File: config.mk
export PLATFORM = sky130hd
export DESIGN_NAME = fsnt_queue
export DESIGN_NICKNAME = d
export VERILOG_FILES = /design/src/rtl/core/fsnt_pkg.sv /design/src/rtl/core/fsnt_queue.sv
export SDC_FILE = /design/constraint.sdc
export NUM_CORES = 1
export LEC_CHECK = 0
export BUFFER_PORTS_ARGS = -buffer_cell sky130_fd_sc_hd__buf_2
export CELL_PAD_IN_SITES_DETAIL_PLACEMENT = 1
export CELL_PAD_IN_SITES_GLOBAL_PLACEMENT = 2
export CORE_UTILIZATION = 45
export DETAILED_ROUTE_END_ITERATION = 8
export GPL_ROUTABILITY_DRIVEN = 0
export PLACE_DENSITY_LB_ADDON = 0.1
export SYNTH_ARGS = -nofsm -noshare
export SYNTH_HDL_FRONTEND = slang
export SYNTH_SLANG_ARGS = --single-unit
File: constraint.sdc
create_clock -name clk -period 4 [get_ports clk]
set_input_delay 0.4 -clock clk [delete_from_list [all_inputs] [get_ports clk]]
set_output_delay 0.4 -clock clk [all_outputs]
set_load 0.03 [all_outputs]
File: src/rtl/core/fsnt_pkg.sv
// fsnt_pkg: shared types and constants of the flow sequence number table
// used by every module under rtl/core but fsnt_ram; depends on nothing
`default_nettype none

package fsnt_pkg;

	// table geometry
	localparam int NUM_SETS = 2048;
	localparam int NUM_WAYS = 4;
	localparam int SET_W    = (NUM_SETS > 1) ? $clog2(NUM_SETS) : 1;
	localparam int WAY_W    = (NUM_WAYS > 1) ? $clog2(NUM_WAYS) : 1;

	// front-to-back queue, power of two deep
	localparam int QUEUE_DEPTH = 4;
	localparam int QPTR_W      = $clog2(QUEUE_DEPTH);
	localparam int QCNT_W      = $clog2(QUEUE_DEPTH + 1);

	// murmur-style mixing constants
	localparam logic [31:0] HASH_C1 = 32'h9e37_79b9;
	localparam logic [31:0] HASH_C2 = 32'h85eb_ca6b;
	localparam logic [31:0] HASH_C3 = 32'hc2b2_ae35;

	// classified item, front to back
	typedef struct packed {
		logic             is_udp;
		logic [31:0]      src_ip;
		logic [31:0]      dst_ip;
		logic [15:0]      sport;
		logic [15:0]      dport;
		logic [SET_W-1:0] set_idx;
	} item_t;

	// one way of one set as stored in a way ram
	typedef struct packed {
		logic        valid;
		logic [63:0] addr_key;
		logic [31:0] port_key;
		logic [31:0] next_num;
		logic [31:0] recency;
	} entry_t;

	// back status seen by the front
	typedef struct packed {
		logic clearing;
		logic pop;
	} back_status_t;

endpackage

`default_nettype wire

File: src/rtl/core/fsnt_queue.sv
// fsnt_queue: short fifo of classified items between front and back
// depends on fsnt_pkg
`default_nettype none

module fsnt_queue (
	input  wire logic            clk,
	input  wire logic            arst_n,
	input  wire logic            push,
	input  wire fsnt_pkg::item_t push_item,
	input  wire logic            pop,
	output logic                 head_valid,
	output fsnt_pkg::item_t      head_item
);

	fsnt_pkg::item_t             slot_q [fsnt_pkg::QUEUE_DEPTH];
	logic [fsnt_pkg::QPTR_W-1:0] wr_ptr_q, rd_ptr_q;
	logic [fsnt_pkg::QCNT_W-1:0] count_q;

	assign head_valid = (count_q != '0);
	assign head_item  = slot_q[rd_ptr_q];

	always_ff @(posedge clk or negedge arst_n) begin
		if (!arst_n) begin
			wr_ptr_q <= '0;
			rd_ptr_q <= '0;
			count_q  <= '0;
		end else begin
			if (push) begin
				wr_ptr_q <= wr_ptr_q + 1'b1;
			end
			if (pop) begin
				rd_ptr_q <= rd_ptr_q + 1'b1;
			end
			if (push && !pop) begin
				count_q <= count_q + 1'b1;
			end else if (!push && pop) begin
				count_q <= count_q - 1'b1;
			end
		end
	end

	always_ff @(posedge clk) begin
		if (push) begin
			slot_q[wr_ptr_q] <= push_item;
		end
	end

	a_no_overflow: assert property (@(posedge clk) disable iff (!arst_n)
		push && !pop |-> count_q < fsnt_pkg::QCNT_W'(fsnt_pkg::QUEUE_DEPTH))
		else $error("queue overflow");
	a_no_underflow: assert property (@(posedge clk) disable iff (!arst_n)
		pop |-> head_valid)
		else $error("queue pop while empty");

endmodule

`default_nettype wire

**Word level (Yosys, flattened, before mapping)**

Memories as Yosys holds them, arrays and structs flattened.
Index checks and enable logic that the tools add are counted.

- Output and inout port bits: 109
- Input bits: 112
- Memories kept: 1
- Bits in writable memories: 432
- Bits in registers: 7
- Word-level logic and storage cells: 18

Memories:

| name | depth | width | read ports | clocked after Yosys merged registers in | wr ports | line | RTL |
|---|---|---|---|---|---|---|---|
| slot_q | 4 | 108 | 1 | 0 | 1 | fsnt_queue.sv:15 | `fsnt_pkg::item_t slot_q [fsnt_pkg::QUEUE_DEPTH];` |

- Reductions and logical operators: 6
- Multiplexer cells: 4
- Add/sub/neg operators: 4

Operators with widths:

| cell | number |
|---|---|
| 2-to-1 mux 3 bit | 2 |
| adder 2 x 1 -> 2 bit (second input constant) | 2 |
| adder 3 x 1 -> 3 bit (second input constant) | 1 |
| nonzero test 3 bit | 1 |
| subtractor 3 x 1 -> 3 bit (second input constant) | 1 |
| logical AND 1 bit | 2 |
| logical NOT 1 bit | 2 |
| 2-to-1 mux 1 bit | 2 |
| nonzero test 2 bit | 1 |

**Logic depth before layout (Yosys ltp)**

- Word-level depth: 4
- Gate-level depth with buffers: 7
- Gate-level depth less buffers: 7

**Least setup slack after synthesis**

Ideal clock, no wire load.

- Path kind: register to register
- Start: reg wr_ptr_q[0] (netlist bit)
- End: mem slot_q[0][0] (netlist bit) (enable)
- Stages on the path, launching flop included: 4
- Library setup time: 0.479 ns
- Arrival time: 3.111 ns
- Clock period less this slack: 3.590 ns
- Setup slack: 0.410 ns
- Path through: dfrtp_1 -> inv_1 -> ha_1 -> and2_1

RTL lines:

| element | line | RTL |
|---|---|---|
| start: declaration | fsnt_queue.sv:16 | `logic [fsnt_pkg::QPTR_W-1:0] wr_ptr_q, rd_ptr_q;` |
| start signal: assignment | fsnt_queue.sv:29 | `wr_ptr_q <= wr_ptr_q + 1'b1;` |
| end: declaration | fsnt_queue.sv:15 |  |

No word-level cell before the write port.

==> run summary <==
Outcome: complete, no violations
GRT Residual Overflow: 0
Layout cells sized above 1: 45.6%
Max Root-Sink Buffers: 3
Async SR Flop Fraction: 1.59%
Fin nets: 972
Reg clk slew, reported paths: 0.06 ns
Mapped cell area: 0.0160 sq mm
Drt drc: 0
Critical Path Fanout Max: 29
Worst r2r src: wr_ptr_q[0]$_DFFE_PN0P_
Worst-Margin Slew: 0.887 ns
Final setup viols: 0
Post-synth EDFFs: 432
HP Start: push_item[8]
Clk pwr share: 26.0%
Worst Skew: 0.0163 ns
Critical Path AT: 2.58 ns
Clk sink count: 439
Avg Inst Size Synth: 26.8 sq um
TritonCTS Buffers: 46
Syn Nets: 715
WL final: 31,700 um
H-tree levels: 2
DR vias/cell: 5.26
Starting density of the core: 46.0%
Initial DRC count: 296
Pwr Total: 15,300 uW
Synthesis-stage register bit count: 439
Buffers on Ports: 220
Register area: 0.0132 sq mm
CTS root buf: clkbuf_16
Combinational fraction of design power: 32.9%
Sw frac: 33.6%
Max_slew headroom: 40.9%
Critical Path Sink Type: primary output
First-pass GRT wire length: 47,900 um
Vias in the first global route: 7,795
Design area: 0.0191 sq mm
Die X: 190 um
Synth top area share: 81.2%
Post-synth cell types: 19
Final ANT Viol Nets: 0
I/O Pins: 221
Total die area: 0.0363 sq mm
Row count: 68
Power Density: 804 mW/mm^2
Cell taking the most area after synthesis: edfxtp_1
Final Util: 55.0%
Via count: 7,092
Final hold vios: 0
Initial antenna violation count: 9
Max_cap viols: 0
LEAKAGE: 0.00650 uW
Top-count cell post-synth: edfxtp_1
CTS Hold Buffers Added: 1
P_int: 10,200 uW
Largest net degree at the start of global routing: 66
Die height: 190 um
Cells after synthesis: 597
Core ar.: 0.0347 sq mm
Fillers: 3,016
Reg power frac: 41.1%
Top post-synthesis cells by count: edfxtp_1 (432), mux4_2 (108), buf_6 (11), buf_2 (8), dfrtp_1 (7)
Crit. Startpoint: rd_ptr_q[0]$_DFFE_PN0P_
Top FF cell, synth: edfxtp_1
Crit share post-route: 74.4%
Ys Warns: 0
Critical Path Source Type: register
Sw Pwr: 5150 uW
Top area cells in the synthesized netlist: edfxtp_1 (81%), mux4_2 (15%), dfrtp_1 (1.1%)
Tmin final: 2.98 ns
Clock Latency Late Sink: 0.54 ns
Kind of critical path: reg2out
Resize count post-CTS: 0
Setup Fix Bufs, Post-CTS: 0
HPWL after DPL: 19,100 um
CTS tree: yes
Setup TNS: 0 ns
Peak VDD IR: 0.449 mV
Fmax: 0.336 GHz
Hold_ws: 0.0701 ns
Synthesis-to-finish area growth: 19.4%
CP required: 3.60 ns
1st-pass router iterations: 4
Sequential element share of the synthesized area: 82.3%
Post-DP Area: 0.0176 sq mm
Pins over their slew limit: 0
WL/cell: 23.5 um
Unrepaired setup endpoints after global routing: false
Footprint of the multi-input gates: 0.00264 sq mm
HP Class: in2reg
GRT Util Overall: 17.8%
[sequential cells by signal, indices dropped and copies added, names as in the netlist]
name and flops:
count_q 3, rd_ptr_q 2, slot_q 432, wr_ptr_q 2
[stage by stage]
stage          worst slack (ns)  instances
3_3_place_gp               1.51       1260
5_1_grt                   0.816       1345
6_report                   1.02       1348
2_1_floorplan             0.410        597
3_5_place_dp               1.49       1260
4_1_cts                   0.916       1345
[routing by layer]
metal / vias up / wire length, um / track usage, %
met5: - / 78 / 0
met4: 12 / 555 / 4.34
met3: 60 / 2430 / 6.07
met2: 189 / 15700 / 29.1
met1: 3732 / 12900 / 22.9
li1: 3099 / - / -
[critical path: stages (launching register included)]
cell and delay, ns:
dfrtp_4 0.81, buf_4 0.45, mux4_2 0.56, buf_2 0.19
[cells by family after synthesis]
| family | after synthesis | synth area share, % |
|---|---|---|
| fa+ha+maj | 6 | 0.517 |
| compound gates | 1 | 0.0313 |
| buf+inv | 28 | 1.31 |
| flops | 439 | 82.3 |
| mux | 109 | 15.3 |
| xor+xnor | 6 | 0.329 |
| simple gates | 8 | 0.266 |
[placed cells by master (no fill, tap or decap)]
master / n
edfxtp_1: 432
buf_2: 220
mux4_2: 108
clkbuf_16: 49
clkinv_1: 14
clkbuf_1: 11
clkinv_2: 7
buf_4: 6
buf_12: 6
ha_1: 5
dfrtp_1: 5
inv_1: 4
and2_4: 4
xor2_1: 4
diode_2: 3
xnor2_1: 2
nand2_1: 2
bufinv_16: 2
dfrtp_4: 2
or3_1: 1
mux2_2: 1
o21ai_0: 1
nor2_1: 1
fa_1: 1
clkinv_4: 1
dlygate4sd3_1: 1
[power groups by stage]
stage	registers, uW	clock network [uW]	logic (uW)
after floorplan	6310	0	3820
after global placement	6350	0	5120
after detailed placement	6420	0	5150
after CTS	6330	4110	5170
after global routing	6390	4260	5370
final	6300	3990	5040
[path summary, 6_finish.rpt]
path | endpoint | cells past startpoint | slack [ns]
max | head_item[49] | 3 | 1.02
min | slot_q[0][8]$_DFFE_PP_ | 1 | 0.07
max reg2reg | slot_q[0][6]$_DFFE_PP_ | 4 | 1.87
min reg2reg | count_q[2]$_DFFE_PN0P_ | 1 | 0.47
max in group asynchronous | rd_ptr_q[1]$_DFFE_PN0P_ | 2 | 3.58
min in group asynchronous | rd_ptr_q[0]$_DFFE_PN0P_ | 2 | 0.24
[final cells by class]
class,instances,area share (%)
antenna,3,0.0393
clock buffer,60,6.64
clock inverter,24,0.820
inverter,4,0.0787
multi-input combinational,130,13.8
sequential,439,68.9
tap,455,2.98
timing repair buffer,233,6.69
Power figures use the tool's default switching activity.
