**config.mk**
```make
export PLATFORM = sky130hd
export DESIGN_NAME = fsnt_front
export DESIGN_NICKNAME = d
export VERILOG_FILES = /design/src/rtl/core/fsnt_pkg.sv /design/src/rtl/core/fsnt_front.sv
export SDC_FILE = /design/constraint.sdc
export NUM_CORES = 2
export LEC_CHECK = 0
export BUFFER_PORTS_ARGS = -buffer_cell sky130_fd_sc_hd__buf_4
export CELL_PAD_IN_SITES_DETAIL_PLACEMENT = 0
export CELL_PAD_IN_SITES_GLOBAL_PLACEMENT = 1
export CORE_MARGIN = 2
export CORE_UTILIZATION = 45
export DETAILED_ROUTE_END_ITERATION = 7
export PLACE_DENSITY = 0.73
export SYNTH_ARGS = -nofsm -noshare
export SYNTH_HDL_FRONTEND = slang
export SYNTH_SLANG_ARGS = --single-unit
```
**constraint.sdc**
```tcl
create_clock -name clk -period 19.5 [get_ports clk]
set_input_delay 0.975 -clock clk [delete_from_list [all_inputs] [get_ports clk]]
set_output_delay 0.975 -clock clk [all_outputs]
set_load 0.05 [all_outputs]
```
**src/rtl/core/fsnt_pkg.sv**
```systemverilog
// fsnt_pkg: shared types and constants of the flow sequence number table
// used by every module under rtl/core but fsnt_ram; depends on nothing
`default_nettype none

package fsnt_pkg;

	// table geometry
	localparam int NUM_SETS = 2048;
	localparam int NUM_WAYS = 4;
	localparam int SET_W    = (NUM_SETS > 1) ? $clog2(NUM_SETS) : 1;
	localparam int WAY_W    = (NUM_WAYS > 1) ? $clog2(NUM_WAYS) : 1;

	// front-to-back queue, power of two deep
	localparam int QUEUE_DEPTH = 4;
	localparam int QPTR_W      = $clog2(QUEUE_DEPTH);
	localparam int QCNT_W      = $clog2(QUEUE_DEPTH + 1);

	// murmur-style mixing constants
	localparam logic [31:0] HASH_C1 = 32'h9e37_79b9;
	localparam logic [31:0] HASH_C2 = 32'h85eb_ca6b;
	localparam logic [31:0] HASH_C3 = 32'hc2b2_ae35;

	// classified item, front to back
	typedef struct packed {
		logic             is_udp;
		logic [31:0]      src_ip;
		logic [31:0]      dst_ip;
		logic [15:0]      sport;
		logic [15:0]      dport;
		logic [SET_W-1:0] set_idx;
	} item_t;

	// one way of one set as stored in a way ram
	typedef struct packed {
		logic        valid;
		logic [63:0] addr_key;
		logic [31:0] port_key;
		logic [31:0] next_num;
		logic [31:0] recency;
	} entry_t;

	// back status seen by the front
	typedef struct packed {
		logic clearing;
		logic pop;
	} back_status_t;

endpackage

`default_nettype wire

```
**src/rtl/core/fsnt_front.sv**
```systemverilog
// fsnt_front: command intake, three-stage key hash and queue credit count
// depends on fsnt_pkg
`default_nettype none

module fsnt_front (
	input  wire logic                  clk,
	input  wire logic                  arst_n,
	input  wire logic                  start,
	output logic                       busy,
	input  wire logic [31:0]           src_ip,
	input  wire logic [31:0]           dst_ip,
	input  wire logic [15:0]           sport,
	input  wire logic [15:0]           dport,
	input  wire logic                  is_udp,
	input  wire fsnt_pkg::back_status_t bstat,
	output logic                       push,
	output fsnt_pkg::item_t            push_item
);

	logic                        accept;
	logic [fsnt_pkg::QCNT_W-1:0] credits_q;
	logic                        v_s1, v_s2, v_s3;
	fsnt_pkg::item_t             it_s1, it_s2, it_s3;
	logic [31:0]                 h_s1, h_s2, h_s3;
	logic [31:0]                 h_a, h_b, h_c, h_d, h_e;

	assign busy   = bstat.clearing || (credits_q == fsnt_pkg::QCNT_W'(fsnt_pkg::QUEUE_DEPTH));
	assign accept = start && !busy;

	// sa ^ da*c1, fold in ports, xor-shift 16; later stages xor-shift 13 and 16
	always_comb begin
		h_a = src_ip ^ (dst_ip * fsnt_pkg::HASH_C1);
		h_b = h_a ^ {sport, dport};
		h_c = h_b ^ (h_b >> 16);
		h_d = h_s2 ^ (h_s2 >> 13);
		h_e = h_s3 ^ (h_s3 >> 16);
	end

	always_ff @(posedge clk or negedge arst_n) begin
		if (!arst_n) begin
			credits_q <= '0;
			v_s1      <= 1'b0;
			v_s2      <= 1'b0;
			v_s3      <= 1'b0;
		end else begin
			v_s1 <= accept;
			v_s2 <= v_s1;
			v_s3 <= v_s2;
			if (accept && !bstat.pop) begin
				credits_q <= credits_q + 1'b1;
			end else if (!accept && bstat.pop) begin
				credits_q <= credits_q - 1'b1;
			end
		end
	end

	always_ff @(posedge clk) begin
		it_s1.is_udp  <= is_udp;
		it_s1.src_ip  <= src_ip;
		it_s1.dst_ip  <= dst_ip;
		it_s1.sport   <= sport;
		it_s1.dport   <= dport;
		it_s1.set_idx <= '0;
		h_s1          <= h_c;
		it_s2         <= it_s1;
		h_s2          <= h_s1 * fsnt_pkg::HASH_C2;
		it_s3         <= it_s2;
		h_s3          <= h_d * fsnt_pkg::HASH_C3;
	end

	always_comb begin
		push_item         = it_s3;
		push_item.set_idx = h_e[fsnt_pkg::SET_W-1:0];
	end
	assign push = v_s3;

	// credits cover every item in the hash stages and the queue
	a_credit_bound: assert property (@(posedge clk) disable iff (!arst_n)
		credits_q <= fsnt_pkg::QCNT_W'(fsnt_pkg::QUEUE_DEPTH))
		else $error("front credit count above queue depth");
	a_pipe_follow: assert property (@(posedge clk) disable iff (!arst_n)
		accept |-> ##3 push)
		else $error("accepted item did not reach the queue");

endmodule

`default_nettype wire

```
=== Word level (Yosys, flattened, before mapping) ===
Index checks and enable logic that the tools add are counted.

* Register bits after elaboration: 388
* Output and inout bits: 110
* Word-level logic and storage cells: 43

* Add/sub/neg operators: 2
* Multipliers: 3
* Eq/ne operators: 1
* Muxes and demuxes: 2
* Bitwise gates (word level): 5
* Reductions and logical operators: 8

{| class="wikitable"
|+ Operator list
! operator !! count
|-
| multiplier 32 x 32 -> 32 bit (second input constant) || 2
|-
| bitwise XOR 32 bit || 2
|-
| multiplier 32 x 31 -> 27 bit (second input constant) || 1
|-
| bitwise XOR 32 x 16 -> 32 bit || 1
|-
| bitwise XOR 32 x 19 -> 32 bit || 1
|-
| bitwise XOR 11 bit || 1
|-
| two-way mux 3 bit || 2
|-
| adder 3 x 1 -> 3 bit (second input constant) || 1
|-
| equality test 3 bit (second input constant) || 1
|-
| logical AND 1 bit || 3
|-
| zero test 1 bit || 3
|-
| subtractor 3 x 1 -> 3 bit (second input constant) || 1
|-
| nonzero test 2 bit || 1
|-
| logical OR 1 bit || 1
|}

=== Depth between registers and ports, before layout ===
* Depth after elaboration: 8
* Mapped depth: 23

=== Worst setup path after synthesis ===
Ideal clock, no wire load.

* Path kind: input -> register
* Start: input dst_ip[4]
* End: register h_s1[13]
* Setup time: 0.130 ns
* Arrival: 6.768 ns
* Data required time: 19.370 ns
* Path slack: 12.603 ns
* Stages: 23
* Buffers on the path: 0
* Cells stage by stage: inv_1 -> fa_1 -> inv_1 -> fa_1 -> fa_1 -> inv_1 -> fa_1 -> inv_1 -> fa_1 -> inv_1 -> fa_1 -> inv_1 -> fa_1 -> fa_1 -> ha_1 -> a21oi_1 -> nor2_1 -> o32a_1 -> nor3_1 -> nand3_1 -> a31oi_1 -> o21bai_2 -> xnor3_1

* Cells in the longest elaborated chain, start to end: 4

{| class="wikitable"
|+ RTL lines
! what !! line !! source
|-
| from (decl) || fsnt_front.sv:11 || <nowiki>input wire logic [31:0] dst_ip,</nowiki>
|-
| multiplier 32 x 32 -> 32 bit || fsnt_front.sv:32 || <nowiki>h_a = src_ip ^ (dst_ip * fsnt_pkg::HASH_C1);</nowiki>
|-
| bitwise XOR 32 bit || fsnt_front.sv:32 ||
|-
| bitwise XOR 32 bit || fsnt_front.sv:33 || <nowiki>h_b = h_a ^ {sport, dport};</nowiki>
|-
| bitwise XOR 32 x 16 -> 32 bit || fsnt_front.sv:34 || <nowiki>h_c = h_b ^ (h_b >> 16);</nowiki>
|-
| via h_c[13] || fsnt_front.sv:25 || <nowiki>logic [31:0] h_a, h_b, h_c, h_d, h_e;</nowiki>
|-
| to (signal assigned) || fsnt_front.sv:64 || <nowiki>h_s1 <= h_c;</nowiki>
|-
| to (decl) || fsnt_front.sv:24 || <nowiki>logic [31:0] h_s1, h_s2, h_s3;</nowiki>
|}

The timed path passes the listed nets, and every way through them passes these cells.
A chain may end at the register's enable or synchronous reset.

=== Worst setup path after layout ===
Ends and elaborated chain as after synthesis.

==> impl_metrics.json <==
{
  "async_flop_share_pct": 1.57,
  "yosys-top-cells-count": "inv_1, fa_1, ha_1, dfxtp_1, xnor2_1",
  "path_max_fanout": 8,
  "core_sq_um": 73200,
  "end_kind": "register",
  "ys_ff_latch": 383,
  "avgSynthCellArea_sq_um": 11.4,
  "synth.distinct_cells": 71,
  "hpwl_microns": 73100,
  "vias_per_cell": 4.73,
  "met1_length_microns": 33300,
  "wl_met2_microns": 43900,
  "maxCapViolations": 0,
  "worstReg2RegStart": "h_s1[4]",
  "netlist_area_sq_um": 33400,
  "io_buffers": 211,
  "reg2regPathDepth": 23,
  "ant_nets": 0,
  "ctsResizeCount": 0,
  "status": "finished, final reports clean",
  "cts_tree": "built",
  "final_nets": 4399,
  "synth_top_area_cell": "fa_1",
  "drv_slew": 0,
  "postCtsSetupRepairBufs": 0,
  "synth-edff-count": 0,
  "drive_above_1_share_pct": 9.77,
  "area_delta_synth_final_pct": 12.6,
  "regArea_sq_um": 7700,
  "antenna_found_initial": 2,
  "vias": 19800,
  "yosysMostFrequentCell": "inv_1",
  "hold_buffers": 0,
  "hold_viol_final": 0,
  "drt_iter0_drc": 735,
  "netlist.area_leader.share_pct": 34.0,
  "synth_flop_cell": "dfxtp_1",
  "cp.arrival_ns": 7.47,
  "cts.clk_slew.worst_paths_ns": 0.06,
  "hold_path_class": "primary input to asynchronous set/reset pin",
  "start_kind": "primary input",
  "dieArea_sq_um": 76400,
  "reg2reg_slack_ns": 12.64,
  "firstDrtPassIters": 5,
  "cts_made_buffers": 42,
  "clock_latency_ns": 0.59,
  "drc": 0,
  "cts_max_level": 2,
  "seq_area_frac_synth_pct": 23.1,
  "period_share_pct": 35.9,
  "num_rows": 99,
  "report.final.setup_viol": 0,
  "period_needed_ns": 7.00,
  "grt-ovfl-total": 0,
  "clock_path_buffers": 3,
  "start_util_pct": 45.6,
  "die_width_microns": 276,
  "gp_congestion": 0.981,
  "clkSinkCount": 383,
  "synthTopCellsByArea": "fa_1, dfxtp_1, ha_1, inv_1, xnor2_1",
  "fp.dieH_microns": 276,
  "grt_use_total_pct": 22.3,
  "rsz0062_at_grt": "no",
  "grt_pass1_vias": 22700,
  "syn_nets": 4139,
  "syn_inst": 2932,
  "topRoutingLayerUsed": "met4",
  "max_freq_mhz": 143,
  "grt_pass1_wl_microns": 130000,
  "wl_met3_microns": 2020,
  "fin_worst_skew_ns": 0.0265,
  "r2r_end": "h_s2[29]",
  "path_class": "primary input to register",
  "timing.setup.tns_ns": 0,
  "worst_pin_slew_ns": 1.22,
  "multi_input_area_sq_um": 22500,
  "slew_headroom_pct": 18.7,
  "wirelength_microns": 82500,
  "wl_per_cell_microns": 19.7,
  "io_pins": 212,
  "required_ns": 19.97,
  "ys_warn_count": 0,
  "grt_max_degree": 15,
  "root_buffer": "clkbuf_16",
  "nFillCells": 6523
}
-- worst max-delay path by stage --
stage / startpoint / endpoint / cells after the start
2_1_floorplan: dst_ip[4] / h_s1[13] / 23
3_3_place_gp: dst_ip[6] / h_s1[13] / 24
3_5_place_dp: dst_ip[4] / h_s1[13] / 24
4_1_cts: dst_ip[4] / h_s1[13] / 24
5_1_grt: h_s1[4] / h_s2[31] / 23
6_report: dst_ip[4] / h_s1[13] / 24
-- registers in the layout, summed over array words and instances, names as in the netlist --
register,flops
credits_q,3
push,1
it_s2,97
h_s1,32
h_s3,22
push_item,97
h_s2,32
v_s2,1
v_s1,1
it_s1,97
-- metrics by stage --
step	hold WS (ns)	area (sq um)	cells	utilization, %	worst slack (ns)
floorplan	0.310	33400	2932	-	12.60
global placement	0.310	36200	4107	49.4	12.00
detailed placement	0.312	36200	4107	49.4	11.96
CTS	0.149	37600	4183	51.3	12.55
global route	0.164	37600	4183	51.3	12.20
finish	0.188	37600	4184	51.3	12.50
-- metal layers --
layer  up-vias  track usage (%)
li1       9373                -
met1      9995             26.3
met2       276             41.6
met3       142             2.24
met4         0             8.35
met5         -                0
-- cells in the final DEF, fill, tap and decap left out, types with 9 or more instances in the layout --
master and instances:
o21ai_0 20, nor2_1 48, a21oi_1 47, clkbuf_16 42, fa_1 567, o21a_1 10
o211ai_1 9, xor2_1 74, nand2_1 32, nor3_1 17, inv_1 853, dfxtp_1 377
buf_4 218, a21o_1 17, nand3_1 15, ha_1 538, xnor2_1 192
-- worst max-delay path: stages --
cell	delay [ns]
buf_4	0.17
inv_1	0.13
fa_1	0.54
inv_1	0.05
fa_1	0.39
fa_1	0.49
inv_1	0.05
fa_1	0.48
inv_1	0.06
fa_1	0.51
inv_1	0.06
fa_1	0.53
inv_1	0.05
fa_1	0.39
fa_1	0.41
ha_1	0.38
a21oi_1	0.36
nor2_1	0.10
o32a_1	0.38
nor3_1	0.14
nand3_1	0.14
a31oi_1	0.24
o21bai_2	0.10
xnor3_1	0.34
-- cell type report --
class | instances | share of cell area, %
multi-input cells | 1694 | 59.8
clock inverters | 21 | 0.573
repair buffers | 218 | 4.36
flip-flops and latches | 383 | 20.5
clock buffers | 55 | 3.09
well taps | 959 | 3.19
inverters | 853 | 8.52
diodes | 1 | 0.00666
-- kinds of logic after synthesis --
logic type	after synthesis	share of synthesized area, %
buffers and inverters	855	9.62
adder cells (fa/ha/maj)	1105	54.2
multiplexers	1	0.0337
AND/OR/NAND/NOR	155	2.28
AO/OA/AOI/OAI	162	3.53
flip-flops	383	23.1
XOR/XNOR	271	7.28
Power is not shown: default switching activity piles up to over one toggle a cycle in this logic, so the estimate is an artifact.
